===== config.mk =====
export PLATFORM = sky130hd
export DESIGN_NAME = oale_cell
export DESIGN_NICKNAME = d
export VERILOG_FILES = /design/src/ordered_array_list_engine_defines.svh /design/src/oale_pkg.sv /design/src/oale_cell.sv
export SDC_FILE = /design/constraint.sdc
export NUM_CORES = 1
export LEC_CHECK = 0
export ABC_AREA = 1
export ABC_CLOCK_PERIOD_IN_PS = 3850
export BUFFER_PORTS_ARGS = -buffer_cell sky130_fd_sc_hd__buf_2
export CAP_MARGIN = 20
export CORE_ASPECT_RATIO = 1.5
export CORE_MARGIN = 1
export CORE_UTILIZATION = 40
export DETAILED_ROUTE_END_ITERATION = 8
export MAX_ROUTING_LAYER = met4
export PLACE_DENSITY = 0.8
export SETUP_SLACK_MARGIN = 0.15
export SYNTH_ARGS = -nofsm -noshare
export SYNTH_HDL_FRONTEND = slang
export SYNTH_SLANG_ARGS = --single-unit
export TNS_END_PERCENT = 20

===== constraint.sdc =====
create_clock -name clk_i -period 3.85 [get_ports clk_i]
set_clock_uncertainty 0.15 [all_clocks]
set_input_delay 0.77 -clock clk_i [delete_from_list [all_inputs] [get_ports clk_i]]
set_output_delay 0.77 -clock clk_i [all_outputs]
set_load 0.01 [all_outputs]

===== src/ordered_array_list_engine_defines.svh =====
// Assertion macros shared by the ordered array list engine.
`ifndef ORDERED_ARRAY_LIST_ENGINE_DEFINES_SVH
`define ORDERED_ARRAY_LIST_ENGINE_DEFINES_SVH

`ifndef SYNTHESIS

// Checks that a property holds at every rising clock edge outside reset.
`define OALE_ASSERT(lbl, clk, rst_n, prop, msg) \
  lbl: assert property (@(posedge clk) disable iff (!rst_n) (prop)) else $error(msg);

// Checks that a condition never holds at a rising clock edge outside reset.
`define OALE_NEVER(lbl, clk, rst_n, cond, msg) \
  `OALE_ASSERT(lbl, clk, rst_n, !(cond), msg)

`else

`define OALE_ASSERT(lbl, clk, rst_n, prop, msg)
`define OALE_NEVER(lbl, clk, rst_n, cond, msg)

`endif

`endif


===== src/oale_pkg.sv =====
// Types, codes and constants of the ordered array list engine.
`default_nettype none

package oale_pkg;

  // Default list capacity.
  localparam int unsigned OALE_CAPACITY = 64;

  // Fixed field widths of the request and response.
  localparam int unsigned ACT_W  = 3;
  localparam int unsigned POS_W  = 7;
  localparam int unsigned VAL_W  = 32;
  localparam int unsigned STAT_W = 3;
  localparam int unsigned IDX_W  = 6;
  localparam int unsigned CNT_W  = 7;

  typedef enum logic [ACT_W-1:0] {
    ACT_INSERT     = 3'd0,
    ACT_ERASE      = 3'd1,
    ACT_FIND       = 3'd2,
    ACT_MODIFY     = 3'd3,
    ACT_PUSH_BACK  = 3'd4,
    ACT_PUSH_FRONT = 3'd5,
    ACT_POP_BACK   = 3'd6,
    ACT_POP_FRONT  = 3'd7
  } action_e;

  typedef enum logic [STAT_W-1:0] {
    ST_OK        = 3'd0,
    ST_BAD_POS   = 3'd1,
    ST_FULL      = 3'd2,
    ST_EMPTY     = 3'd3,
    ST_NOT_FOUND = 3'd4
  } status_e;

  typedef struct packed {
    action_e                   action;
    logic [POS_W-1:0]          position;
    logic signed [VAL_W-1:0]   value;
  } req_t;

  typedef struct packed {
    status_e          status;
    logic [IDX_W-1:0] found_index;
    logic [CNT_W-1:0] count_after;
  } rsp_t;

  // Controller states.
  typedef enum logic {
    FSM_IDLE,
    FSM_SCAN
  } fsm_state_e;

  // Operation broadcast to every cell of the chain.
  typedef enum logic [2:0] {
    CELL_HOLD,
    CELL_INSERT,
    CELL_ERASE,
    CELL_WRITE,
    CELL_COMPARE,
    CELL_SHIFT_HIT
  } cell_op_e;

  typedef struct packed {
    cell_op_e         op;
    logic [VAL_W-1:0] value;
  } cell_cmd_t;

endpackage

`default_nettype wire


===== src/oale_cell.sv =====
// One storage cell of the list chain: holds one entry and one match flag.
`default_nettype none

module oale_cell
  import oale_pkg::*;
#(
  parameter int unsigned Index = 0,
  parameter int unsigned PosW  = 7
) (
  input  wire logic                  clk_i,
  input  wire cell_cmd_t             cmd_i,
  input  wire logic [PosW-1:0]       pos_i,
  input  wire logic [VAL_W-1:0]      left_entry_i,
  input  wire logic [VAL_W-1:0]      right_entry_i,
  input  wire logic                  right_hit_i,
  output logic [VAL_W-1:0]           entry_o,
  output logic                       hit_o
);

  localparam logic [PosW-1:0] MyIdx = PosW'(Index);

  logic [VAL_W-1:0] entry_q, entry_d;
  logic             hit_q, hit_d;

  // Next entry and match flag for the broadcast operation.
  always_comb begin
    entry_d = entry_q;
    hit_d   = hit_q;
    case (cmd_i.op)
      CELL_INSERT: begin
        if (MyIdx > pos_i) begin
          entry_d = left_entry_i;
        end else if (MyIdx == pos_i) begin
          entry_d = cmd_i.value;
        end
      end
      CELL_ERASE: begin
        if (MyIdx >= pos_i) begin
          entry_d = right_entry_i;
        end
      end
      CELL_WRITE: begin
        if (MyIdx == pos_i) begin
          entry_d = cmd_i.value;
        end
      end
      CELL_COMPARE: begin
        hit_d = (entry_q == cmd_i.value);
      end
      CELL_SHIFT_HIT: begin
        hit_d = right_hit_i;
      end
      default: begin
      end
    endcase
  end

  // Entry and flag are payload and need no reset.
  always_ff @(posedge clk_i) begin
    entry_q <= entry_d;
    hit_q   <= hit_d;
  end

  assign entry_o = entry_q;
  assign hit_o   = hit_q;

endmodule

`default_nettype wire


==> impl_metrics.tcl <==
set metrics [dict create \
    fillCellCount 542 \
    htreeDepth 2 \
    clkTransAtPathRegs_ns 0.07 \
    layout_common_cells "108 x buf_2, 65 x nand2_1, 61 x a21oi_1, 55 x nor2_1, 33 x edfxtp_1" \
    cts_root_buf "clkbuf_8" \
    p_leak_nw 1.41 \
    crit_type "in2reg" \
    synthXorXnorAreaFrac 0.0857 \
    seq_power_share 0.439 \
    die_x_um 63.2 \
    layout.cells.most_common "buf_2" \
    setup_ws_ns 1.35 \
    wl_per_cell_um 13.0 \
    viasPerCell 4.91 \
    avgSynthCellArea_um2 7.86 \
    antenna_found_initial 0 \
    reg2reg_to "hit_o" \
    reg2reg_slack_ns 2.36 \
    grt_remaining_overflow 0 \
    switching_share 0.237 \
    grt_use_total 0.218 \
    synth_largest_area_cell "edfxtp_1" \
    syn_area_mm2 0.00225 \
    cts_tree "done" \
    cp-end-kind "flop" \
    status "finished clean" \
    p_int_w 0.000750 \
    insertedDiodeCount 0 \
    clk_path_buf_depth 2 \
    post_cts_buffers 0 \
    dp_cells 455 \
    synth_nets 394 \
    num_io_pins 141 \
    min_path_cells 2 \
    crit_arrival_ns 2.32 \
    max_cap_viol_count 0 \
    cts-resized-gates 0 \
    layout.core_utilization 0.535 \
    die_y_um 93.8 \
    postCtsHoldBufs 0 \
    synth_cells 286 \
    final_max_slew_viol_count 0 \
    synth_fa_ha_area_frac 0 \
    cp-start-kind "primary input" \
    drtIter0Drc 120 \
    reg2reg_depth 6 \
    max_freq_mhz 399 \
    rows 33 \
    via_count 2275 \
    synth.area.mux_share 0 \
    combPwrFrac 0.166 \
    area_growth_pct 29.6 \
    ys_types 19 \
    drive_above_1_share 0.323 \
    portBuffers 108 \
    ir_drop_mv 0.230 \
    hpwl_mm 4.26 \
    finalWirelength_mm 6.04 \
    fin_setup_tns_ns 0 \
    ant_nets 0 \
    timing.final.crit_period_ns 2.50 \
    final_nets 500 \
    crit_fanout 33 \
    grt_max_degree 34 \
    power_switching_w 0.000233 \
    required_ns 3.67 \
    regArea_um2 991 \
    yosysWarnings 0 \
    drc_errors 0 \
    synth-simple-area-share 0.232 \
    hp-class "reg2reg" \
    r2r_start "entry_o[27]" \
    min_from "entry_o[14]" \
    synth_top_family_by_area "simple AND/OR/NAND/NOR gates" \
    ys_seq_elements 33 \
    synth-compound-area-share 0.149 \
    dp_slack_ns 1.03 \
    firstDrtPassIters 5 \
    hold_path_end "entry_o[14]" \
    start_util 0.413 \
    place_congestion 0.758 \
    clock-sinks 33 \
    synthTopCellsByArea "edfxtp_1 44%, a21oi_1 14%, nand2_1 11%, nor2_1 9.2%, xnor2_1 4.3%" \
    pwr-share-clk 0.395 \
    grt_pass1_vias 2162 \
    p_per_area_mw_per_mm2 338 \
    max-slew-margin-rel 0.575 \
    rsz0062_at_grt "false" \
    worstSkewPairLatency_ns 0.28 \
    layout.cells.non_filler 463 \
    fin_crit_sh 0.650 \
    setup_viol 0 \
    finalHoldViolCount 0 \
    core-area_mm2 0.00545 \
    grt_first_pass_wirelength_mm 9.70 \
    synthDominantCellAreaShare 0.441 \
    seq_area_frac_synth 0.441 \
    worstMarginPinSlew_ns 0.637 \
    cts-buffers-inserted 5 \
    multiInputGateArea_mm2 0.00106 \
    dieArea_mm2 0.00593 \
]
==> cell type report <==
class,count,share of cell area
Clock inverter,3,0.0223
Multi-Input combinational cell,219,0.362
Sequential cell,33,0.340
Clock buffer,5,0.0236
Timing Repair Buffer,111,0.193
Tap cell,70,0.0301
Inverter,22,0.0283
==> flip-flops by register name, summed over array words and instances, names as in the netlist <==
register / count
hit_o: 1
entry_o: 32
==> per-layer routing <==
| layer | routed length, um | global-route usage | vias up |
|---|---|---|---|
| met3 | 240 | 0.0316 | 14 |
| met5 | 0 | - | - |
| li1 | - | - | 1147 |
| met4 | 168 | 0.104 | 0 |
| met1 | 2450 | 0.241 | 1030 |
| met2 | 3180 | 0.384 | 84 |
==> worst max-delay path, stage by stage <==
cell     delay [ns]
buf_2          0.10
nor2_1         0.09
nand2_1        0.09
nor2_4         0.12
inv_2          0.25
o21ai_4        0.51
buf_4          0.37
==> cell families (layout without fill, tap and decap cells) <==
family,Yosys count,after routing
AOI/OAI and AO/OA,66,66
xor gates and xnor gates,22,22
buffers and inverters,34,141
DFF,33,33
and+or+nand+nor,131,131
==> metrics by stage <==
stage | total power, W | hold WS [ns] | area [um2]
final | 0.000984 | 0.530 | 2910
after global routing | 0.00103 | 0.577 | 2910
after CTS | 0.000992 | 0.536 | 2910
after detailed placement | 0.000604 | 0.518 | 2780
after global placement | 0.000599 | 0.508 | 2780
after floorplan | 0.000525 | 0.546 | 2250
==> power groups by stage <==
stage,Combinational [W],Sequential [W],Clock (W)
after floorplan,0.0000787,0.000447,0
after global placement,0.000161,0.000439,0
after detailed placement,0.000164,0.000440,0
after CTS,0.000165,0.000432,0.000396
after global routing,0.000185,0.000434,0.000408
final,0.000163,0.000432,0.000389
==> Yosys cell counts (all sizes together) <==
library cell,instances
edfxtp,33
o21ai,5
nand2,65
nand4,1
nor2,58
xnor2,11
or2,1
nor3,1
a21oi,61
buf,11
xor2,11
inv,22
clkbuf,1
nand3,5
==> how the worst max path moves through the flow <==
stage               cells after the start          end  startpoint  slack [ns]
global placement                        7  entry_o[31]    pos_i[5]        1.03
finish                                  7  entry_o[27]    pos_i[5]        1.35
floorplan                               6   entry_o[0]    pos_i[5]        1.08
detailed placement                      7  entry_o[31]    pos_i[5]        1.03
global route                            7   entry_o[0]    pos_i[5]        1.14
CTS                                     7  entry_o[31]    pos_i[5]        1.34
(Power assumes the default switching activity.)
