$ cat src/ordered_array_list_engine_defines.svh
// Assertion macros shared by the ordered array list engine.
`ifndef ORDERED_ARRAY_LIST_ENGINE_DEFINES_SVH
`define ORDERED_ARRAY_LIST_ENGINE_DEFINES_SVH

`ifndef SYNTHESIS

// Checks that a property holds at every rising clock edge outside reset.
`define OALE_ASSERT(lbl, clk, rst_n, prop, msg) \
  lbl: assert property (@(posedge clk) disable iff (!rst_n) (prop)) else $error(msg);

// Checks that a condition never holds at a rising clock edge outside reset.
`define OALE_NEVER(lbl, clk, rst_n, cond, msg) \
  `OALE_ASSERT(lbl, clk, rst_n, !(cond), msg)

`else

`define OALE_ASSERT(lbl, clk, rst_n, prop, msg)
`define OALE_NEVER(lbl, clk, rst_n, cond, msg)

`endif

`endif

$ cat src/oale_pkg.sv
// Types, codes and constants of the ordered array list engine.
`default_nettype none

package oale_pkg;

  // Default list capacity.
  localparam int unsigned OALE_CAPACITY = 64;

  // Fixed field widths of the request and response.
  localparam int unsigned ACT_W  = 3;
  localparam int unsigned POS_W  = 7;
  localparam int unsigned VAL_W  = 32;
  localparam int unsigned STAT_W = 3;
  localparam int unsigned IDX_W  = 6;
  localparam int unsigned CNT_W  = 7;

  typedef enum logic [ACT_W-1:0] {
    ACT_INSERT     = 3'd0,
    ACT_ERASE      = 3'd1,
    ACT_FIND       = 3'd2,
    ACT_MODIFY     = 3'd3,
    ACT_PUSH_BACK  = 3'd4,
    ACT_PUSH_FRONT = 3'd5,
    ACT_POP_BACK   = 3'd6,
    ACT_POP_FRONT  = 3'd7
  } action_e;

  typedef enum logic [STAT_W-1:0] {
    ST_OK        = 3'd0,
    ST_BAD_POS   = 3'd1,
    ST_FULL      = 3'd2,
    ST_EMPTY     = 3'd3,
    ST_NOT_FOUND = 3'd4
  } status_e;

  typedef struct packed {
    action_e                   action;
    logic [POS_W-1:0]          position;
    logic signed [VAL_W-1:0]   value;
  } req_t;

  typedef struct packed {
    status_e          status;
    logic [IDX_W-1:0] found_index;
    logic [CNT_W-1:0] count_after;
  } rsp_t;

  // Controller states.
  typedef enum logic {
    FSM_IDLE,
    FSM_SCAN
  } fsm_state_e;

  // Operation broadcast to every cell of the chain.
  typedef enum logic [2:0] {
    CELL_HOLD,
    CELL_INSERT,
    CELL_ERASE,
    CELL_WRITE,
    CELL_COMPARE,
    CELL_SHIFT_HIT
  } cell_op_e;

  typedef struct packed {
    cell_op_e         op;
    logic [VAL_W-1:0] value;
  } cell_cmd_t;

endpackage

`default_nettype wire

$ cat src/oale_ctrl.sv
// Controller of the list engine: decodes requests, keeps the count, runs the find scan.
`default_nettype none

module oale_ctrl
  import oale_pkg::*;
#(
  parameter int unsigned Capacity = OALE_CAPACITY,
  parameter int unsigned CntW     = $clog2(Capacity + 1),
  parameter int unsigned IdxW     = $clog2(Capacity)
) (
  input  wire logic           clk_i,
  input  wire logic           rst_ni,
  input  wire logic           in_valid_i,
  output logic                in_ready_o,
  input  wire req_t           in_req_i,
  output logic                out_valid_o,
  input  wire logic           out_ready_i,
  output rsp_t                out_rsp_o,
  output cell_cmd_t           cell_cmd_o,
  output logic [CntW-1:0]     cell_pos_o,
  input  wire logic           hit_head_i
);

  localparam int unsigned CmpW = (CntW > POS_W) ? CntW : POS_W;

  fsm_state_e       state_q, state_d;
  logic [CntW-1:0]  count_q, count_d;
  logic [IdxW-1:0]  scan_q, scan_d;
  logic             out_valid_q, out_valid_d;
  rsp_t             out_q, res;
  logic             res_load;
  logic             accept;
  logic [CmpW-1:0]  pos_ext, cnt_ext;
  logic             list_full, list_empty, scan_last;

  assign in_ready_o = (state_q == FSM_IDLE) && (!out_valid_q || out_ready_i);
  assign accept     = in_valid_i && in_ready_o;

  assign pos_ext    = CmpW'(in_req_i.position);
  assign cnt_ext    = CmpW'(count_q);
  assign list_full  = (count_q == CntW'(Capacity));
  assign list_empty = (count_q == '0);
  assign scan_last  = (scan_q == IdxW'(count_q - CntW'(1)));

  // Next state.
  always_comb begin
    state_d = state_q;
    unique case (state_q)
      FSM_IDLE: begin
        if (accept && (in_req_i.action == ACT_FIND) && !list_empty) begin
          state_d = FSM_SCAN;
        end
      end
      FSM_SCAN: begin
        if (hit_head_i || scan_last) begin
          state_d = FSM_IDLE;
        end
      end
      default: state_d = FSM_IDLE;
    endcase
  end

  // Cell commands, count update and result.
  always_comb begin
    cell_cmd_o.op    = CELL_HOLD;
    cell_cmd_o.value = in_req_i.value;
    cell_pos_o       = CntW'(in_req_i.position);
    count_d          = count_q;
    scan_d           = scan_q;
    res_load         = 1'b0;
    res.status       = ST_OK;
    res.found_index  = '0;
    unique case (state_q)
      FSM_IDLE: begin
        if (accept) begin
          res_load = 1'b1;
          unique case (in_req_i.action)
            ACT_INSERT: begin
              if (pos_ext > cnt_ext) begin
                res.status = ST_BAD_POS;
              end else if (list_full) begin
                res.status = ST_FULL;
              end else begin
                cell_cmd_o.op = CELL_INSERT;
                count_d       = count_q + CntW'(1);
              end
            end
            ACT_ERASE: begin
              if (pos_ext >= cnt_ext) begin
                res.status = ST_BAD_POS;
              end else begin
                cell_cmd_o.op = CELL_ERASE;
                count_d       = count_q - CntW'(1);
              end
            end
            ACT_FIND: begin
              if (list_empty) begin
                res.status = ST_NOT_FOUND;
              end else begin
                res_load      = 1'b0;
                cell_cmd_o.op = CELL_COMPARE;
                scan_d        = '0;
              end
            end
            ACT_MODIFY: begin
              if (pos_ext >= cnt_ext) begin
                res.status = ST_BAD_POS;
              end else begin
                cell_cmd_o.op = CELL_WRITE;
              end
            end
            ACT_PUSH_BACK: begin
              if (list_full) begin
                res.status = ST_FULL;
              end else begin
                cell_cmd_o.op = CELL_INSERT;
                cell_pos_o    = count_q;
                count_d       = count_q + CntW'(1);
              end
            end
            ACT_PUSH_FRONT: begin
              if (list_full) begin
                res.status = ST_FULL;
              end else begin
                cell_cmd_o.op = CELL_INSERT;
                cell_pos_o    = '0;
                count_d       = count_q + CntW'(1);
              end
            end
            ACT_POP_BACK: begin
              if (list_empty) begin
                res.status = ST_EMPTY;
              end else begin
                cell_cmd_o.op = CELL_ERASE;
                cell_pos_o    = count_q - CntW'(1);
                count_d       = count_q - CntW'(1);
              end
            end
            ACT_POP_FRONT: begin
              if (list_empty) begin
                res.status = ST_EMPTY;
              end else begin
                cell_cmd_o.op = CELL_ERASE;
                cell_pos_o    = '0;
                count_d       = count_q - CntW'(1);
              end
            end
            default: begin
            end
          endcase
        end
      end
      FSM_SCAN: begin
        // The match flags move one cell toward the head every cycle.
        if (hit_head_i) begin
          res_load        = 1'b1;
          res.found_index = IDX_W'(scan_q);
        end else if (scan_last) begin
          res_load   = 1'b1;
          res.status = ST_NOT_FOUND;
        end else begin
          cell_cmd_o.op = CELL_SHIFT_HIT;
          scan_d        = scan_q + IdxW'(1);
        end
      end
      default: begin
      end
    endcase
    res.count_after = CNT_W'(count_d);
  end

  // Output register holds a result until it is taken.
  assign out_valid_d = res_load || (out_valid_q && !out_ready_i);

  always_ff @(posedge clk_i or negedge rst_ni) begin
    if (!rst_ni) begin
      state_q     <= FSM_IDLE;
      count_q     <= '0;
      out_valid_q <= 1'b0;
    end else begin
      state_q     <= state_d;
      count_q     <= count_d;
      out_valid_q <= out_valid_d;
    end
  end

  always_ff @(posedge clk_i) begin
    scan_q <= scan_d;
    if (res_load) begin
      out_q <= res;
    end
  end

  assign out_valid_o = out_valid_q;
  assign out_rsp_o   = out_q;

endmodule

`default_nettype wire

$ cat config.mk
export PLATFORM = sky130hd
export DESIGN_NAME = oale_ctrl
export DESIGN_NICKNAME = d
export VERILOG_FILES = /design/src/ordered_array_list_engine_defines.svh /design/src/oale_pkg.sv /design/src/oale_ctrl.sv
export SDC_FILE = /design/constraint.sdc
export NUM_CORES = 1
export LEC_CHECK = 0
export ABC_CLOCK_PERIOD_IN_PS = 4600
export BUFFER_PORTS_ARGS = -buffer_cell sky130_fd_sc_hd__buf_2
export CORE_MARGIN = 2
export CORE_UTILIZATION = 30
export DETAILED_ROUTE_END_ITERATION = 7
export GPL_ROUTABILITY_DRIVEN = 0
export PLACE_DENSITY = 0.51
export SYNTH_ARGS = -nofsm -noshare
export SYNTH_HDL_FRONTEND = slang
export SYNTH_SLANG_ARGS = --single-unit
$ cat constraint.sdc
create_clock -name clk_i -period 4.6 [get_ports clk_i]
set_input_delay 0.23 -clock clk_i [delete_from_list [all_inputs] [get_ports clk_i]]
set_output_delay 0.23 -clock clk_i [all_outputs]
set_load 0.03 [all_outputs]
==> metrics.log <==
[metrics] Worst Tran Pin Value: 831 ps
[metrics] count of instances resized after the clock tree is built: 0
[metrics] global routing usage summed across all routing layers: 0.150
[metrics] Routed met1 length: 2.99 mm
[metrics] ratio of cells with drive above 1 in the final layout: 0.201
[metrics] H-tree Lvls: 2
[metrics] run status: finished clean
[metrics] Setup crit end kind: output pin
[metrics] final routed wirelength across all metal layers: 6.86 mm
[metrics] PortBufs: 42
[metrics] highest attainable clock frequency: 0.289 GHz
[metrics] number of antenna violations at the first check in global routing: 0
[metrics] setup slack, reg-to-reg: 1370 ps
[metrics] startpoint of the lowest-slack register-to-register path: cnt_ext[0]
[metrics] most common library cell in the layout ignoring fill and taps: sky130_fd_sc_hd__buf_2
[metrics] routed wire length on met3: 605 um
[metrics] number of buffers added by the clock tree synthesis step: 5
[metrics] clock tree from TritonCTS: yes
[metrics] total power density per cell area: 601 nW/um2
[metrics] synthesized cell area: 2490 um2
[metrics] wire length on met2: 3.05 mm
[metrics] residual DRC count: 0
[metrics] die width: 95.1 um
[metrics] Post-Syn Instances: 280
[metrics] initial core utilization: 0.306
[metrics] RSZ-0062 raised after global routing: no
[metrics] worst setup path class: register to output pin
[metrics] number of maximum-capacitance constraint violations: 0
[metrics] CTS root buffer: sky130_fd_sc_hd__clkbuf_8
[metrics] top routing layer in use: met4
[metrics] pre-CTS worst setup slack: 1410 ps
[metrics] maximum buffer depth of the clock tree: 2
[metrics] highest ir drop seen on vdd: 0.135 mV
[metrics] max-slew violations: 0
[metrics] timing endpoint of the critical path: cell_pos_o[0]
[metrics] Die Y-Extent: 95.1 um
[metrics] clock-pin transition on the worst setup and hold timing paths: 70 ps
[metrics] CP required: 4370 ps
[metrics] top-level I/O count: 107
[metrics] Primary FF master, synth: sky130_fd_sc_hd__edfxtp_1
[metrics] top cell type by total area after synthesis: sky130_fd_sc_hd__edfxtp_1
[metrics] net count after synthesis: 337
[metrics] share of Yosys cell area claimed by the top area cell type: 0.266
[metrics] antenna viol nets, final: 0
[metrics] data arrival at the endpoint of the critical path: 3230 ps
[metrics] path class of the lowest-slack min-delay path: input pin to register
[metrics] utilization after layout: 0.324
[metrics] first-iteration detailed-routing DRC count: 249
[metrics] vias in the first global route: 1937
[metrics] Worst R2R Path Depth: 8
[metrics] total global routing overflow: 0
[metrics] wire length of the first global-routing pass: 10.3 mm
[metrics] Slew Limit Headroom: 0.441
[metrics] Yosys warnings: 0
[metrics] share of synthesized area occupied by flip-flops and latches: 0.356
[metrics] pin count of the biggest net entering global routing: 17
[metrics] reg2reg end: scan_q[2]
[metrics] final critical-path setup slack: 1140 ps
[metrics] P_leak: 1.08 nW
[metrics] Final Hold Fails: 0
[metrics] wire length per cell: 17.4 um
[metrics] insertion delay to the later sink of the worst-skew pair: 290 ps
[metrics] startpoint kind of the worst setup timing path: register
[metrics] TritonRoute pass-1 iters: 5
[metrics] layout overhead on the synthesized area: 5.83%
[metrics] fin cells: 394
[metrics] final clock period utilization by the worst path: 0.752
[metrics] largest cells by area after synthesis: sky130_fd_sc_hd__edfxtp_1 27%, sky130_fd_sc_hd__buf_4 9.7%, sky130_fd_sc_hd__dfrtp_1 9.1%, sky130_fd_sc_hd__ha_1 5.0%, sky130_fd_sc_hd__a21oi_1 3.6%
[metrics] minimum hold slack: 283 ps
[metrics] FF+latch count, synth: 31
[metrics] HPWL reported at the end of detailed placement: 5.15 mm
[metrics] biggest fanout along the worst timing path: 10
[metrics] final setup violating endpoints: 0
[metrics] # rows: 33
[metrics] Cell variety after synth: 56
[metrics] total negative slack: 0 ps
[metrics] synthesized area per cell: 8.88 um2
[metrics] DR vias/cell: 5.63
[metrics] setup clock skew after layout: 7.47 ps
[metrics] Final min period: 3460 ps
[metrics] full die area: 9040 um2
[metrics] total core area: 8130 um2
[metrics] # clock sinks: 31
[metrics] Via Count: 2217
[metrics] layout net count: 345
[metrics] count of flip-flops with a built-in enable after synthesis: 22
[metrics] Inserted Diodes: 0
[metrics] fraction of registers with async set or reset after synthesis: 0.290
[metrics] Cell Count Post-Placement: 385
[metrics] highest-count cells in the layout ignoring fill and taps: 42 x sky130_fd_sc_hd__buf_2, 22 x sky130_fd_sc_hd__edfxtp_1, 18 x sky130_fd_sc_hd__a21oi_1
[metrics] CP Launch Point: cnt_ext[0]
==> routing by layer <==
metal	track usage	vias up
met2	0.220	122
met4	0.0737	0
li1	-	1017
met1	0.212	1053
met5	0	-
met3	0.0261	25
==> power by group <==
group	leakage, nW	internal, mW	switching [mW]
Clock	0.0422	0.106	0.103
Combinational	0.705	0.270	0.559
Sequential	0.329	0.429	0.116
==> worst max-delay path, cell delays in order (launching register included) <==
cell and delay, ps:
sky130_fd_sc_hd__dfrtp_1 500, sky130_fd_sc_hd__inv_1 190, sky130_fd_sc_hd__ha_1 290, sky130_fd_sc_hd__or4b_4 540, sky130_fd_sc_hd__nor2_2 180, sky130_fd_sc_hd__nand2_1 290
sky130_fd_sc_hd__o21ai_1 450, sky130_fd_sc_hd__a21oi_1 70, sky130_fd_sc_hd__o21ai_0 190, sky130_fd_sc_hd__buf_2 230
==> cell usage after synthesis (4+ instances only) <==
master                      n
sky130_fd_sc_hd__a21oi_1   18
sky130_fd_sc_hd__a31oi_1    5
sky130_fd_sc_hd__and3_1    10
sky130_fd_sc_hd__buf_4     32
sky130_fd_sc_hd__clkbuf_1   7
sky130_fd_sc_hd__dfrtp_1    9
sky130_fd_sc_hd__edfxtp_1  22
sky130_fd_sc_hd__ha_1      10
sky130_fd_sc_hd__inv_1     15
sky130_fd_sc_hd__nand2_1   15
sky130_fd_sc_hd__nand2b_1   4
sky130_fd_sc_hd__nand3_1   13
sky130_fd_sc_hd__nand4_1    4
sky130_fd_sc_hd__nor2_1    17
sky130_fd_sc_hd__nor3_1    10
sky130_fd_sc_hd__o211ai_1   4
sky130_fd_sc_hd__o21ai_0    9
sky130_fd_sc_hd__o21ai_1    6
sky130_fd_sc_hd__xnor2_1    9
sky130_fd_sc_hd__xor2_1     6
==> logic make-up (layout without fill, tap and decap cells) <==
logic type,count (synthesis),count (layout),share of synthesized area
compound gates,75,75,0.204
xor+xnor,15,15,0.0528
fa+ha+maj,10,10,0.0503
buf+inv,57,66,0.138
flops,31,31,0.356
mux,1,1,0.00402
simple gates,91,91,0.195
==> sequential cells by signal, indices dropped and copies added, names as in the netlist <==
| register | flops |
|---|---|
| cnt_ext | 7 |
| out_rsp_o | 16 |
| out_valid_o | 1 |
| scan_q | 6 |
| state_q | 1 |
==> worst min-delay path by stage <==
| stage | start | endpoint | cells past startpoint |
|---|---|---|---|
| after floorplan | rst_ni | cnt_ext[0] | 0 |
| after global placement | rst_ni | cnt_ext[6] | 1 |
| after detailed placement | rst_ni | cnt_ext[5] | 1 |
| after CTS | hit_head_i | state_q | 2 |
| after global routing | hit_head_i | state_q | 2 |
| final | hit_head_i | state_q | 2 |
==> area by class of cell <==
class	instances	area, um2
clock buffers	7	76.3
well taps	105	131
repair buffers	43	220
inverters	15	56.3
clock inverters	1	5.00
fillers	845	5500
flip-flops and latches	31	886
multi-input cells	192	1260
==> per-stage QoR <==
step / power [mW] / cell area [um2]
4_1_cts: 1.58 / 2630
5_1_grt: 1.68 / 2630
3_3_place_gp: 1.37 / 2540
2_1_floorplan: 1.19 / 2490
6_report: 1.58 / 2630
3_5_place_dp: 1.37 / 2540
==> what timing repair did <==
action | 4_1_cts | 5_1_grt
buffers inserted | 0 | 0
setup endpoints to repair | 0 | 0
endpoints found under the hold margin | 9 | 0
hold buffers | 1 | 0
Note: power is estimated with default switching activity, not from simulation.
